`src/hdl/camera_basis_rotate_move_unit_defines.svh`:
```
// Assertion macros for the camera basis rotate/move unit.
`ifndef CAMERA_BASIS_ROTATE_MOVE_UNIT_DEFINES_SVH
`define CAMERA_BASIS_ROTATE_MOVE_UNIT_DEFINES_SVH
`ifndef SYNTH
`define CBRM_ASSERT(label, clk, rst, prop, msg) \
   label: assert property (@(posedge clk) disable iff (rst) prop) else $error(msg);
`define CBRM_ASSERT_NR(label, clk, prop, msg) \
   label: assert property (@(posedge clk) prop) else $error(msg);
`else
`define CBRM_ASSERT(label, clk, rst, prop, msg)
`define CBRM_ASSERT_NR(label, clk, prop, msg)
`endif
`endif

```
`src/hdl/cbrm_pkg.sv`:
```
// Shared types, constants and tables for the camera basis unit.
package cbrm_pkg;

   localparam int TrigIterationsDefault = 16;
   localparam int MaxSteps = 24;

   localparam logic [1:0] OP_ROTATE = 2'd0;
   localparam logic [1:0] OP_MOVE   = 2'd1;
   localparam logic [1:0] OP_LOAD   = 2'd2;
   localparam logic [1:0] OP_READ   = 2'd3;

   localparam logic [1:0] AX_FWD = 2'd0;
   localparam logic [1:0] AX_RGT = 2'd1;
   localparam logic [1:0] AX_UP  = 2'd2;
   localparam logic [1:0] AX_POS = 2'd3;

   localparam logic signed [33:0] Q30HalfPi = 34'sd1686629713;
   localparam logic signed [33:0] Q30Pi     = 34'sd3373259426;
   localparam logic signed [33:0] CordicGain = 34'sd652032874;

   typedef struct packed {
      logic [1:0]         op;
      logic [1:0]         axis;
      logic signed [15:0] angle;
      logic signed [31:0] distance;
      logic signed [31:0] load_x;
      logic signed [31:0] load_y;
      logic signed [31:0] load_z;
   } req_type;

   typedef struct packed {
      logic signed [31:0] pos_x;
      logic signed [31:0] pos_y;
      logic signed [31:0] pos_z;
      logic signed [31:0] look_x;
      logic signed [31:0] look_y;
      logic signed [31:0] look_z;
      logic signed [31:0] up_out_x;
      logic signed [31:0] up_out_y;
      logic signed [31:0] up_out_z;
   } rsp_type;

   // datapath command codes
   typedef enum logic [2:0] {
      CMD_NONE,
      CMD_CAPTURE,   // latch request, reduce angle, start cordic
      CMD_CORDIC,    // one cordic step
      CMD_SHIFT,     // position move by one component
      CMD_TURN_A,    // first product of turn for one component
      CMD_TURN_B,    // second product and writeback
      CMD_LOAD,      // load a vector
      CMD_OUTPUT     // register response
   } cmd_op_type;

   typedef struct packed {
      cmd_op_type op;
      logic [4:0] step;   // cordic step index
      logic [1:0] comp;   // component index
      logic [2:0] sub;    // product selector inside turn
      logic       src_fwd; // move source is forward (pivot) instead of item axis
      logic       neg;     // negate distance
   } cmd_type;

   function automatic logic signed [33:0] atan_q30(input logic [4:0] i);
      logic signed [33:0] r;
      case (i)
         5'd0: r = 34'sd843314857;
         5'd1: r = 34'sd497837830;
         5'd2: r = 34'sd263043837;
         5'd3: r = 34'sd133525159;
         5'd4: r = 34'sd67021688;
         5'd5: r = 34'sd33543516;
         5'd6: r = 34'sd16775851;
         5'd7: r = 34'sd8388437;
         5'd8: r = 34'sd4194283;
         5'd9: r = 34'sd2097149;
         5'd10: r = 34'sd1048576;
         5'd11: r = 34'sd524288;
         5'd12: r = 34'sd262144;
         5'd13: r = 34'sd131072;
         5'd14: r = 34'sd65536;
         5'd15: r = 34'sd32768;
         5'd16: r = 34'sd16384;
         5'd17: r = 34'sd8192;
         5'd18: r = 34'sd4096;
         5'd19: r = 34'sd2048;
         5'd20: r = 34'sd1024;
         5'd21: r = 34'sd512;
         5'd22: r = 34'sd256;
         5'd23: r = 34'sd128;
         default: r = 34'sd0;
      endcase
      return r;
   endfunction

endpackage

```
`src/hdl/cbrm_control.sv`:
```
// Controller: sequences one item through the datapath.
`include "camera_basis_rotate_move_unit_defines.svh"
module cbrm_control import cbrm_pkg::*; #(
   parameter int TRIG_ITERATIONS = TrigIterationsDefault
) (
   input  logic       clock,
   input  logic       reset,
   input  logic       req_valid,
   output logic       req_stall,
   output logic       rsp_valid,
   input  logic       rsp_stall,
   input  logic [1:0] item_op,
   input  logic [1:0] item_axis,
   output cmd_type    cmd
);
   localparam int Steps = (TRIG_ITERATIONS > MaxSteps) ? MaxSteps : TRIG_ITERATIONS;

   typedef enum logic [3:0] {
      S_IDLE, S_DECODE, S_CORDIC, S_PIV1, S_TA0, S_TB0, S_TA1, S_TB1,
      S_PIV2, S_MOVE, S_LOAD, S_OUT, S_HOLD
   } state_type;

   state_type state_ff, state_in;
   logic [4:0] step_ff, step_in;
   logic [1:0] comp_ff, comp_in;
   logic rsp_valid_ff, rsp_valid_in;
   logic rotating;

   assign rotating  = (item_op == OP_ROTATE) && (item_axis != AX_POS);
   assign req_stall = (state_ff != S_IDLE);
   assign rsp_valid = rsp_valid_ff;

   always_comb begin
      state_in = state_ff; step_in = step_ff; comp_in = comp_ff;
      rsp_valid_in = rsp_valid_ff;
      cmd = '{op: CMD_NONE, step: step_ff, comp: comp_ff, sub: 3'd0,
              src_fwd: 1'b1, neg: 1'b0};
      if (rsp_valid_ff && !rsp_stall) rsp_valid_in = 1'b0;
      case (state_ff)
         S_IDLE: if (req_valid) begin
            cmd.op = CMD_CAPTURE; state_in = S_DECODE;
         end
         S_DECODE: begin
            step_in = '0; comp_in = '0;
            if (rotating) state_in = S_CORDIC;
            else if (item_op == OP_MOVE && item_axis != AX_POS) state_in = S_MOVE;
            else if (item_op == OP_LOAD) state_in = S_LOAD;
            else state_in = S_OUT;
         end
         S_CORDIC: begin
            cmd.op = CMD_CORDIC; step_in = step_ff + 5'd1;
            if (step_ff == 5'(Steps - 1)) state_in = S_PIV1;
         end
         S_PIV1, S_PIV2, S_MOVE: begin
            cmd.op = CMD_SHIFT; cmd.src_fwd = (state_ff != S_MOVE);
            cmd.neg = (state_ff == S_PIV2);
            comp_in = comp_ff + 2'd1;
            if (comp_ff == 2'd2) begin
               comp_in = '0;
               state_in = (state_ff == S_PIV1) ? S_TA0 : S_OUT;
            end
         end
         S_TA0: begin cmd.op = CMD_TURN_A; cmd.sub = 3'd0; state_in = S_TB0; end
         S_TB0: begin cmd.op = CMD_TURN_B; cmd.sub = 3'd1; state_in = S_TA1; end
         S_TA1: begin cmd.op = CMD_TURN_A; cmd.sub = 3'd2; state_in = S_TB1; end
         S_TB1: begin
            cmd.op = CMD_TURN_B; cmd.sub = 3'd3;
            comp_in = comp_ff + 2'd1; state_in = S_TA0;
            if (comp_ff == 2'd2) begin comp_in = '0; state_in = S_PIV2; end
         end
         S_LOAD: begin cmd.op = CMD_LOAD; state_in = S_OUT; end
         S_OUT: if (!rsp_valid_ff || !rsp_stall) begin
            cmd.op = CMD_OUTPUT; rsp_valid_in = 1'b1; state_in = S_IDLE;
         end
         default: state_in = S_IDLE;
      endcase
   end

   always_ff @(posedge clock) begin
      if (reset) begin
         state_ff <= S_IDLE; step_ff <= '0; comp_ff <= '0; rsp_valid_ff <= 1'b0;
      end else begin
         state_ff <= state_in; step_ff <= step_in; comp_ff <= comp_in;
         rsp_valid_ff <= rsp_valid_in;
      end
   end

   `CBRM_ASSERT(a_one_out, clock, reset, (cmd.op == CMD_OUTPUT) |=> rsp_valid, "output not flagged")
   `CBRM_ASSERT(a_no_accept_busy, clock, reset, (state_ff != S_IDLE) |-> req_stall, "accept while busy")
   `CBRM_ASSERT(a_comp_ok, clock, reset, comp_ff != 2'd3, "component counter overran")

endmodule

```
`config.mk`:
```
export PLATFORM = sky130hd
export DESIGN_NAME = cbrm_control
export DESIGN_NICKNAME = d
export VERILOG_FILES = /design/src/hdl/cbrm_pkg.sv /design/src/hdl/cbrm_control.sv
export VERILOG_INCLUDE_DIRS = /design/src /design/src/hdl
export SDC_FILE = /design/constraint.sdc
export NUM_CORES = 1
export LEC_CHECK = 0
export BUFFER_PORTS_ARGS = -buffer_cell sky130_fd_sc_hd__buf_2
export CORE_MARGIN = 4
export CORE_UTILIZATION = 45
export CTS_BUF_LIST = sky130_fd_sc_hd__clkbuf_8
export CTS_CLUSTER_DIAMETER = 50
export DETAILED_ROUTE_END_ITERATION = 8
export PLACE_DENSITY = 0.71
export SETUP_SLACK_MARGIN = 0.4
export SLEW_MARGIN = 20
export SYNTH_ARGS = -nofsm -noshare
export SYNTH_HDL_FRONTEND = slang
export SYNTH_SLANG_ARGS = --single-unit
```
`constraint.sdc`:
```
create_clock -name clock -period 4.7 [get_ports clock]
set_clock_uncertainty 0.2 [all_clocks]
set_input_delay 0.47 -clock clock [delete_from_list [all_inputs] [get_ports clock]]
set_output_delay 0.47 -clock clock [all_outputs]
set_load 0.02 [all_outputs]
```
Word-level counts from Yosys, hierarchy flattened. Index checks and enable logic that the tools add are counted.

$add $sub $neg: 2. Mux-type cells: 21. Reduce and logical (&&, ||, !) cells: 16. Eq/ne operators: 21.

Operators by type and width (count): one-hot mux 4 bit (10 select lines) (1); 2-to-1 mux 4 bit (7); one-hot mux 3 bit (7 select lines) (1); equality test 4 x 3 -> 1 bit (second input constant) (4); equality test 4 bit (second input constant) (4); inequality test 2 bit (second input constant) (5); one-hot mux 5 bit (2 select lines) (1); equality test 4 x 2 -> 1 bit (second input constant) (2); 2-to-1 mux 2 bit (3); one-hot mux 2 bit (3 select lines) (1); adder 5 x 1 -> 5 bit (second input constant) (1); equality test 5 x 4 -> 1 bit (second input constant) (1); 2-to-1 mux 1 bit (5); equality test 2 bit (second input constant) (2); equality test 4 x 1 -> 1 bit (second input constant) (1); logical NOT 4 bit (1); inequality test 4 bit (second input constant) (1); one-hot mux 2 bit (2 select lines) (1); AND reduction 4 bit (1); nonzero test 2 bit (2); nonzero test 4 bit (1); OR reduction 2 bit (2); OR reduction 4 bit (1); logical AND 1 bit (3); other kinds (7) (8).

Logic and storage cells: 64. Output and inout bits: 17. Bits in registers: 12. Input bits: 8.

Logic depth before layout (Yosys ltp). Gate-level depths: netlist of run 1.

Depth in word-level cells: 5. Depth in mapped cells: 7. Depth with buffers taken out: 7.

Worst setup path before layout of run 1. Ideal clock, no wire load.

Kind: reg2out. Start: register state_ff[1]. End: output cmd[13] (netlist name). Arrival: 1370 ps. Data required time: 4030 ps. Setup slack: 2660 ps. Stages on the path, launching flop included: 5. Buffers on the path: 2. Cell sequence: dfxtp_1 -> buf_2 -> clkbuf_1 -> nor2_1 -> nor3_1.

RTL lines: from (decl) (RTL line cbrm_control.sv:23) `state_type state_ff, state_in;`; from (signal assigned) (RTL line cbrm_control.sv:83) `state_ff <= state_in; step_ff <= step_in; comp_ff <= comp_in;`; to (decl) (RTL line cbrm_control.sv:14) `output cmd_type cmd`.

==> results of run 1 <==
[path summary, 6_finish.rpt]
| path | endpoint | cells after the start | from | slack (ns) |
|---|---|---|---|---|
| worst max-delay path | cmd[12] | 4 | state_ff[2] | 2.30 |
| worst min-delay path | step_ff[4] | 2 | step_ff[4] | 0.31 |
| worst max register to register | step_ff[2] | 4 | state_ff[1] | 2.74 |
| worst min register to register | step_ff[4] | 2 | step_ff[4] | 0.31 |
[worst min-delay path, delay by kind of cell (launching register included)]
kind               cells  cell delay, ns
and+or+nand+nor        1            0.07
AOI/OAI and AO/OA      1            0.07
DFF                    1            0.34
[cells by family after synthesis]
kind of cell / count (synthesis) / synth area share, %
mux: 6 / 6.87
other cells: 1 / 0.429
flops: 12 / 27.5
fa+ha+maj: 2 / 2.86
compound gates: 26 / 19.2
simple gates: 50 / 35.5
buf+inv: 13 / 7.72
[sequential cells by signal (all words and copies together), names as in the netlist]
| signal | cells |
|---|---|
| step_ff | 5 |
| state_ff | 4 |
| comp_ff | 2 |
| rsp_valid | 1 |
[cell usage after synthesis, drive strengths merged (2+ instances only)]
| cell type | number | area, um^2 |
|---|---|---|
| a211oi | 2 | 15.0 |
| a21oi | 10 | 50.1 |
| a22oi | 2 | 15.0 |
| and2 | 3 | 18.8 |
| and3 | 3 | 23.8 |
| buf | 6 | 41.3 |
| clkbuf | 3 | 11.3 |
| dfxtp | 12 | 240 |
| ha | 2 | 25.0 |
| inv | 4 | 15.0 |
| mux2i | 6 | 60.1 |
| nand2 | 4 | 15.0 |
| nand2b | 3 | 18.8 |
| nand3b | 3 | 22.5 |
| nand4 | 2 | 12.5 |
| nand4b | 2 | 17.5 |
| nor2 | 12 | 45.0 |
| nor2b | 4 | 25.0 |
| nor3 | 5 | 25.0 |
| nor3b | 2 | 15.0 |
| nor4b | 2 | 38.8 |
| o21ai | 4 | 20.0 |
| or2 | 2 | 12.5 |
[per-layer routing]
metal | wire length (um) | part of all wire, % | global-route usage [%]
met5 | 0 | 0 | 0
met4 | 19 | 0.99 | 3.93
met3 | 89 | 4.6 | 4.87
met2 | 923 | 48 | 22.8
met1 | 886 | 46 | 19.5
[cell usage in the layout, fill, tap and decap left out, types with 2 or more instances in the layout]
cell,count
nand3b_1,3
a22oi_1,2
nor2_1,12
dfxtp_1,12
ha_1,2
nor3b_1,2
nand2b_1,3
a21oi_1,10
and2_1,3
nand2_1,4
inv_1,4
mux2i_1,6
nand4b_1,2
nor2b_1,4
nor3_1,5
o21ai_0,4
and3_1,2
a211oi_1,2
clkbuf_8,4
nand4_1,2
buf_2,23
[power by group through the flow]
stage	logic, mW	registers [mW]	clock network, mW
floorplan	0.218	0.147	0
global placement	0.233	0.179	0
detailed placement	0.236	0.181	0
CTS	0.238	0.179	0.114
global route	0.260	0.186	0.120
finish	0.236	0.180	0.113
[area by class of cell]
class / count / area [um^2]
tap: 25 / 31.3
inverter: 4 / 15.0
fill: 162 / 759
timing repair buffer: 23 / 115
sequential: 12 / 240
multi-input combinational: 85 / 567
clock buffer: 4 / 55.1
==> summary.txt, run 1 <==
Timing
  – Total negative slack: 0 ns
  – Hold WS: approximately 0.31 ns
  – Worst rel slew slack: a little over half
  – Fin. Hold Viols: 0
  – Setup violations, final: 0
  – Fmax: just over 400 MHz
  – Worst setup margin: between 2 and 2.5 ns
  – Min cycle time layout: 2.40 ns
  – Worst slew pin tran: about 0.71 ns
  – Max Slew Vio Count: 0
  – RSZ-0062 raised after global routing: false
  – Fin crit share: between 50% and 60%

Worst setup path
  – Crit-path max cell delay: approximately 0.77 ns
  – Worst Setup End Kind: primary output
  – Arr. time, crit path: 1.73 ns
  – Buf/Inv on CP: 1
  – Start-to-end type of the worst setup path: register to primary output
  – Startpoint types: register
  – Critical Path Fanout Max: 20
  – CP max stage cell: dfxtp_1
  – CP cell instances: nor2b_1 > a21oi_1 > o32ai_1 > buf_2
  – Crit path required time: 4.03 ns
  – Delay-heaviest family, CP: flip-flops

Placed design
  – Placed inst area: between 900 and 1000 um^2
  – Inst Count DP: 149
  – Hpwl dp: around 1.4 mm
  – Port Buf Inserts: 23
  – Pre-CTS setup slack: about 2.6 ns
  – Gpl congestion: 0.785

Job
  – Max_cap viols: 0

Routing
  – Drt initial violations: 17
  – DRT Wirelength: around 1.9 mm
  – Final ANT Viol Nets: 0
  – Routed wire per std cell: 12.5 um
  – # DRC: 0
  – Vias/cell: 5.47
  – First drt pass iteration count: 4
  – Via count: between 800 and 900

Logic synthesis
  – Post-synthesis sequential area ratio: about 27%
  – Mapped Avg Cell Area: 7.95 um^2
  – Syn nets: 120
  – Unique masters post-synth: 40
  – Synth Register Bits: 12
  – Cells after synthesis: between 100 and 150
  – EDFF count, synth: 0
  – Yosys warns: 0
  – Syn Std Cell Area: about 900 um^2
  – Primary FF master, synth: dfxtp_1
  – FFs w/ async S/R, synth: 0%

Power and ir drop
  – Tot Pwr: roughly 0.53 mW
  – VDD IR max: approximately 0.34 mV
  – Leak Pwr: 0.435 nW
  – Clock power share: 21.3%
  – Gate power share: between 40% and 50%
  – Sequential share of power: about a third
  – Cell Pwr Density: about 520 nW/um^2
  – Int Pwr: roughly 0.3 mW
  – Switching Share: a little over two fifths
  – Switching power: approximately 0.23 mW

Cells and area
  – Fin util: about 57%
  – Fin cells: 153
  – Layout overhead on the synthesized area: 17.0%
  – Share of cells above drive strength 1: around 25%
  – Design area: 1020 um^2
  – # diodes: 0
  – # nets final: around 140

Die
  – Die X: 52.1 um
  – Die area: around 2700 um^2
  – Starting density of the core: 49.1%
  – Row count: 15
  – Core Footprint: ~1800 um^2
  – Vert. Die Dim: ~52 um
  – I/O pin count: 25

Hold path
  – Worst min path class: register to register

Clocking
  – Worst-Skew Late Latency: ~0.24 ns
  – CTS tree: built
  – H-Tree Depth: 1
  – Clock buffer depth: 2
  – Clock Sinks: 12
  – Clock Tree Root: clkbuf_8
  – CTS Hold Bufs: 0
  – Post-CTS Setup Bufs: 0
  – Post-CTS Resized: 0
  – Reg clk slew, reported paths: 0.05 ns
  – CTS buffer count: 3

Global route
  – First-pass GRT wire length: between 3 and 4 mm
  – Total global routing overflow: 0
  – Vias in the first global route: a little under 700
  – Initial antenna violation count: 0
  – Tot GR Track Use: 14.8%
  – Largest net degree at the start of global routing: 21

Status
  – Status: complete, no violations
Note: power is estimated with default switching activity, not from simulation.
==> run 2: changes to the inputs <==
--- a/config.mk
+++ b/config.mk
@@ -6,6 +6,7 @@
 export SDC_FILE = /design/constraint.sdc
 export NUM_CORES = 1
 export LEC_CHECK = 0
+export ABC_AREA = 1
 export BUFFER_PORTS_ARGS = -buffer_cell sky130_fd_sc_hd__buf_2
 export CORE_MARGIN = 4
 export CORE_UTILIZATION = 45
==> constraint.sdc (replaced) <==
create_clock -name clock -period 2.3 [get_ports clock]
set_clock_uncertainty 0.2 [all_clocks]
set_input_delay 0.23 -clock clock [delete_from_list [all_inputs] [get_ports clock]]
set_output_delay 0.23 -clock clock [all_outputs]
set_load 0.02 [all_outputs]
==> run 2 against run 1 <==
Effect of this change:
- sequential cell count did not move
- synthesized cell count rose by 25%
- hold slack got worse by 0.25 ns
- critical path depth rose by 3
- final cell count rose by 21%
- register-to-register slack got worse by 2.1 ns
- count of clock-buffer cells in the layout did not move
- sequential power rose by 77%
- power rose by 130%
- final area rose by 3.8%
- routed wire length rose by 6.0%
- utilization rose by 2.2 points
- highest routed layer unchanged
==> summary.txt, run 2 <==
Status
  – Status: complete, no violations

Routing
  – # DRC: 0
  – First drt pass iteration count: 4
  – Via count: a little over 900
  – Final ANT Viol Nets: 0
  – DRT Wirelength: just over 2 mm
  – Routed wire per std cell: about 11 um
  – Drt initial violations: 17
  – Vias/cell: 4.89

Clocking
  – CTS tree: built
  – Worst-Skew Late Latency: ~0.24 ns
  – H-Tree Depth: 1
  – Clock buffer depth: 2
  – Post-CTS Setup Bufs: 0
  – Clock Sinks: 12
  – Reg clk slew, reported paths: roughly 0.060 ns
  – CTS buffer count: 3
  – Clock Tree Root: clkbuf_8

Cells and area
  – Most frequent cells in the layout: nand2_1 (27), buf_2 (23), inv_1 (19), nand3_1 (16), nor2_1 (14)
  – Layout overhead on the synthesized area: 22.2%
  – Max FFs per register: 5
  – Fill cell count: 166
  – Regs by FF count: step_ff (5), state_ff (4), comp_ff (2)
  – Largest register by flop count: step_ff
  – Commonest non-fill, non-tap cell in the layout: nand2_1
  – # diodes: 0
  – Share of cells above drive strength 1: 34.4%
  – # nets final: between 150 and 200

Logic synthesis
  – Primary FF master, synth: dfxtp_1
  – Synth area leaders: dfxtp_1 (28%), nand2_1 (12%), nand3_1 (9.2%)
  – Top-count cell post-synth: nand2_1
  – FFs w/ async S/R, synth: 0%
  – Yosys warns: 0
  – Syn Std Cell Area: between 800 and 900 um^2
  – Syn nets: between 100 and 150
  – Cells after synthesis: approximately 140
  – Synth Register Bits: 12
  – Yosys top cell by area: dfxtp_1
  – Post-synth top cells: nand2_1 (27), inv_1 (19), nand3_1 (16)
  – Yosys top cell area share: 27.6%
  – Mapped Avg Cell Area: 6.35 um^2
  – Post-synthesis sequential area ratio: 27.6%
  – EDFF count, synth: 0
  – Unique masters post-synth: 25

Timing
  – RSZ-0062 raised after global routing: false
  – Max Slew Vio Count: 0
  – Fin. Hold Viols: 0
  – Worst setup margin: 0.525 ns
  – Total negative slack: 0 ns
  – Fmax: 563 MHz
  – Setup violations, final: 0
  – Min cycle time layout: 1.78 ns
  – Fin crit share: between 70% and 80%

Global route
  – Met3 usage: just under 5%
  – Met1 Track Usage GR: 21.3%
  – Top Usage Layer GRT: met2
  – First-pass GRT wire length: 3.55 mm
  – Tot GR Track Use: 17.3%
  – Initial antenna violation count: 0
  – Met2 GRT Util: 29.5%
  – Vias in the first global route: 860
  – Total global routing overflow: 0
  – Largest net degree at the start of global routing: 10

Worst setup path
  – Critical register-to-register path startpoint: step_ff[0]
  – Arr. time, crit path: between 1 and 1.5 ns
  – Critical Path Fanout Max: 8
  – Depth of the worst register-to-register path: 11
  – Worst r2r dst: state_ff[1]
  – Crit path required time: 1.87 ns
  – Flop2flop setup slack: around 0.63 ns
  – Worst Setup End Kind: primary output
  – Start-to-end type of the worst setup path: register to primary output
  – Startpoint types: register

Die
  – Die X: roughly 52 um
  – Row count: 15
  – I/O pin count: 25
  – Core Footprint: 1780 um^2
  – Die area: between 2000 and 3000 um^2
  – Vert. Die Dim: 52.0 um
  – Starting density of the core: roughly half

Placed design
  – Gpl congestion: ~0.9
  – Port Buf Inserts: 23
  – Hpwl dp: 1.61 mm
  – Pre-CTS setup slack: approximately 0.58 ns

Hold path
  – WHS Path Cells: 3
  – Hold endpoint: rsp_valid
  – Hold Startpoint: rsp_stall
  – Worst min path class: input pin to register

Power and ir drop
  – Cell Pwr Density: 1140 nW/um^2
  – VDD IR max: approximately 0.49 mV
  – Leak Pwr: approximately 0.53 nW

Job
  – Max_cap viols: 0
[run 2: cell count changes after synthesis, moves of 4 or more]
cell / delta
nor3_1: -5
nor2b_1: -4
mux2i_1: -6
nand3_1: +15
inv_2: +5
nand2_2: +5
nand2_1: +23
inv_1: +15
[run 2: final cells by class]
class,count,area (um^2),share of cell area [%]
clock buffer,4,55.1,5.18
inverter,25,95.1,8.95
multi-input combinational,96,515,48.5
sequential,12,250,23.6
tap,25,31.3,2.94
timing repair buffer,23,115,10.8
[run 2: kinds of logic (layout without fill, tap and decap cells)]
group	after synthesis	in the layout	share of synthesized area [%]
other	1	1	0.431
AO/OA/AOI/OAI	18	18	11.5
buffers and inverters	29	52	14.0
adder cells (fa/ha/maj)	2	2	2.88
flip-flops	12	12	27.6
AND/OR/NAND/NOR	75	75	43.6
[run 2: power breakdown]
| group | switching, mW | total [mW] | leakage [nW] | internal [mW] |
|---|---|---|---|---|
| Clock | 0.0805 | 0.232 | 0.0288 | 0.151 |
| Sequential | 0.0652 | 0.319 | 0.100 | 0.254 |
| Combinational | 0.448 | 0.665 | 0.403 | 0.217 |
[run 2: worst max-delay path by stage]
stage / from / end / slack [ns]
2_1_floorplan: step_ff[0] / state_ff[1] / 0.59
6_report: state_ff[0] / cmd[12] / 0.52
3_5_place_dp: state_ff[3] / cmd[12] / 0.58
3_3_place_gp: step_ff[0] / state_ff[0] / 0.62
4_1_cts: state_ff[3] / cmd[12] / 0.44
5_1_grt: state_ff[0] / cmd[14] / 0.40
[run 2: worst max-delay path, stage by stage, from the launching register on]
cell and delay [ns]:
dfxtp_2 0.43, nand2_2 0.11, clkinv_2 0.09, nand2_1 0.07, nor2_1 0.09, inv_1 0.07, nand3b_1 0.08, buf_2 0.16
[run 2: repair_timing]
| item | 4_1_cts | 5_1_grt |
|---|---|---|
| gates resized for setup | 2 | 7 |
| hold buffers | 0 | 0 |
| endpoints found under the setup margin | 3 | 4 |
[run 2: stage by stage]
step / instances / power [mW] / cell area, um^2 / hold WS, ns / utilization, %
3_3_place_gp: 181 / 0.959 / 990 / 0.271 / 55.5
4_1_cts: 185 / 1.21 / 1050 / 0.0648 / 58.7
2_1_floorplan: 137 / 0.819 / 870 / 0.193 / -
3_5_place_dp: 181 / 0.969 / 990 / 0.276 / 55.5
6_report: 185 / 1.22 / 1060 / 0.0643 / 59.6
5_1_grt: 185 / 1.31 / 1060 / 0.0956 / 59.6
[run 2: routing by layer]
metal  vias up  part of all wire, %
li1        481                    -
met1       393                   45
met2        29                   47
met3         2                  6.9
met4         0                 0.49
met5         -                    0
==> run 3: changes to the inputs <==
==> constraint.sdc (replaced) <==
create_clock -name clock -period 1.7 [get_ports clock]
set_clock_uncertainty 0.2 [all_clocks]
set_input_delay 0.17 -clock clock [delete_from_list [all_inputs] [get_ports clock]]
set_output_delay 0.17 -clock clock [all_outputs]
set_load 0.02 [all_outputs]
==> run 3 against run 2 <==
Effect of this change:
- sequential cell count is the same
- power grew 75%
- critical path depth shrank 1
- non-clock buffer count grew 16
- largest power group unchanged
- final cell count grew 8.6%
- routed wire length grew 38%
- sequential share of layout area shrank 4.4 points
==> summary.txt, run 3 (same netlist as run 2, synthesis figures left out) <==
Die
  – Row count: 15
  – I/O pin count: 25
  – Starting density of the core: 48.8%
  – Vert. Die Dim: 52.0 um
  – Die area: ~2700 um^2
  – Core Footprint: roughly 1800 um^2
  – Die X: between 50 and 60 um

Power and ir drop
  – Cell Pwr Density: roughly 1500 nW/um^2
  – Gate power share: 64.8%
  – Switching power: just over 1 mW
  – Clock power share: 14.4%
  – Tot Pwr: between 2 and 2.5 mW
  – Switching Share: between 40% and 50%
  – Sequential share of power: roughly a fifth
  – Leak Pwr: approximately 0.65 nW
  – VDD IR max: ~1.1 mV
  – Int Pwr: between 1 and 1.5 mW

Hold path
  – Hold Startpoint: rsp_stall
  – Worst min path class: input pin to register
  – Hold endpoint: rsp_valid
  – WHS Path Cells: 3

Cells and area
  – # nets final: 187
  – Most frequent cells in the layout: nand2_1 (21), buf_4 (18), buf_2 (17), inv_1 (13), nand3_1 (13)
  – Regs by FF count: step_ff (5), state_ff (4), comp_ff (2)
  – Layout overhead on the synthesized area: 58.3%
  – # diodes: 0
  – Share of cells above drive strength 1: between 50% and 60%
  – Design area: around 1400 um^2
  – Fin cells: 201
  – Fin util: about 77%
  – Max FFs per register: 5
  – Largest register by flop count: step_ff
  – Commonest non-fill, non-tap cell in the layout: nand2_1

Worst setup path
  – Worst r2r dst: state_ff[3]
  – Critical Path Fanout Max: 5
  – Buf/Inv on CP: 3
  – Delay-heaviest family, CP: flip-flops
  – Crit path required time: about 1.3 ns
  – Flop2flop setup slack: 0.12 ns
  – Start-to-end type of the worst setup path: register to primary output
  – Worst Setup End Kind: primary output
  – CP dominant cell by count: inv_2
  – Arr. time, crit path: 1.32 ns
  – Startpoint types: register
  – Critical register-to-register path startpoint: step_ff[1]
  – Depth of the worst register-to-register path: 11
  – Crit-path max cell delay: slightly below 0.4 ns
  – CP max stage cell: dfxtp_4
  – CP cell instances: inv_2 > nor2_2 > inv_2 > nor2_4 > nand3b_1 > buf_6
  – Worst setup path startpoint: state_ff[2]

Placed design
  – Placed inst area: about 1100 um^2
  – Hpwl dp: between 1.5 and 2 mm
  – Inst Count DP: 184
  – Port Buf Inserts: 23
  – Gpl congestion: between 0.8 and 0.9

Clocking
  – Worst-Skew Late Latency: between 0.2 and 0.25 ns
  – CTS buffer count: 3
  – Reg clk slew, reported paths: 0.05 ns
  – H-Tree Depth: 1
  – Clock buffer depth: 2
  – CTS tree: built
  – Clock Tree Root: clkbuf_8
  – CTS Hold Bufs: 0
  – Clock Sinks: 12

Status
  – Status: complete, no violations

Timing
  – RSZ-0062 raised after global routing: true
  – Max Slew Vio Count: 0
  – Fin. Hold Viols: 0
  – Fmax: 593 MHz
  – Setup violations, final: 0
  – Min cycle time layout: ~1.7 ns
  – Fin crit share: around 99%

Global route
  – Initial antenna violation count: 0
  – Tot GR Track Use: roughly a fifth
  – Total global routing overflow: 0
  – First-pass GRT wire length: 4.19 mm
  – Vias in the first global route: roughly 1000
  – Largest net degree at the start of global routing: 10

Routing
  – DRT Wirelength: roughly 2.8 mm
  – Vias/cell: 5.28
  – Drt initial violations: 41
  – Final ANT Viol Nets: 0
  – Routed wire per std cell: roughly 14 um
  – Via count: approximately 1100
  – # DRC: 0
  – First drt pass iteration count: 4

Job
  – Max_cap viols: 0
run 3: changes by cell type in the layout (fill, tap and decap cells not counted), moves of 4 or more:
cell | previous run | this run
buf_4 | 0 | 18
a21oi_2 | 1 | 5
nand2_4 | 0 | 4
dfxtp_2 | 5 | 1
dfxtp_4 | 1 | 6
nor2_1 | 14 | 6
inv_2 | 5 | 9
nand2_1 | 27 | 21
a21oi_1 | 10 | 6
nor2_2 | 0 | 5
buf_2 | 23 | 17
buf_6 | 0 | 4
inv_1 | 19 | 13
run 3: worst max path at each step:
stage / slack, ns / to / depth (start not counted)
2_1_floorplan: 0.17 / state_ff[1] / 11
3_3_place_gp: 0.13 / state_ff[3] / 11
3_5_place_dp: 0.09 / state_ff[0] / 11
4_1_cts: 0.07 / cmd[13] / 7
5_1_grt: -0.02 / cmd[12] / 7
6_report: 0.01 / cmd[12] / 6
run 3: what timing repair did:
item                                    in CTS  in global routing
pin swaps                                   14                 13
endpoints found under the setup margin      19                 19
gates cloned                                 0                  0
setup buffers                                5                  8
resized for setup                           35                 21
run 3: per-stage QoR:
step / setup TNS, ns / hold WS [ns] / setup WS, ns
after floorplan: 0 / 0.133 / 0.174
after global placement: 0 / 0.239 / 0.128
after detailed placement: 0 / 0.258 / 0.0944
after CTS: 0 / 0.00880 / 0.0671
after global routing: -0.0240 / 0.0282 / -0.0240
final: 0 / 0.00813 / 0.0150
run 3: area by class of cell:
cell class / count / area (um^2)
fillers: 121 / 407
clock buffers: 4 / 55.1
flip-flops and latches: 12 / 264
inverters: 25 / 104
multi-input cells: 96 / 657
repair buffers: 39 / 265
well taps: 25 / 31.3
run 3: per-layer routing:
layer,GRT usage (%),routed length [um]
met5,0,0
met4,7.86,70
met3,6.02,172
met2,36.4,1400
met1,22.6,1160
run 3: power by group through the flow:
stage | logic [mW] | clock network [mW] | registers [mW]
5_1_grt | 1.49 | 0.324 | 0.450
4_1_cts | 1.13 | 0.311 | 0.436
3_5_place_dp | 0.943 | 0 | 0.417
6_report | 1.38 | 0.307 | 0.442
3_3_place_gp | 0.933 | 0 | 0.414
2_1_floorplan | 0.734 | 0 | 0.403
run 3: tightest hold or removal path: stages:
cell     delay [ns]
buf_2          0.10
nand2_1        0.07
a21oi_1        0.06
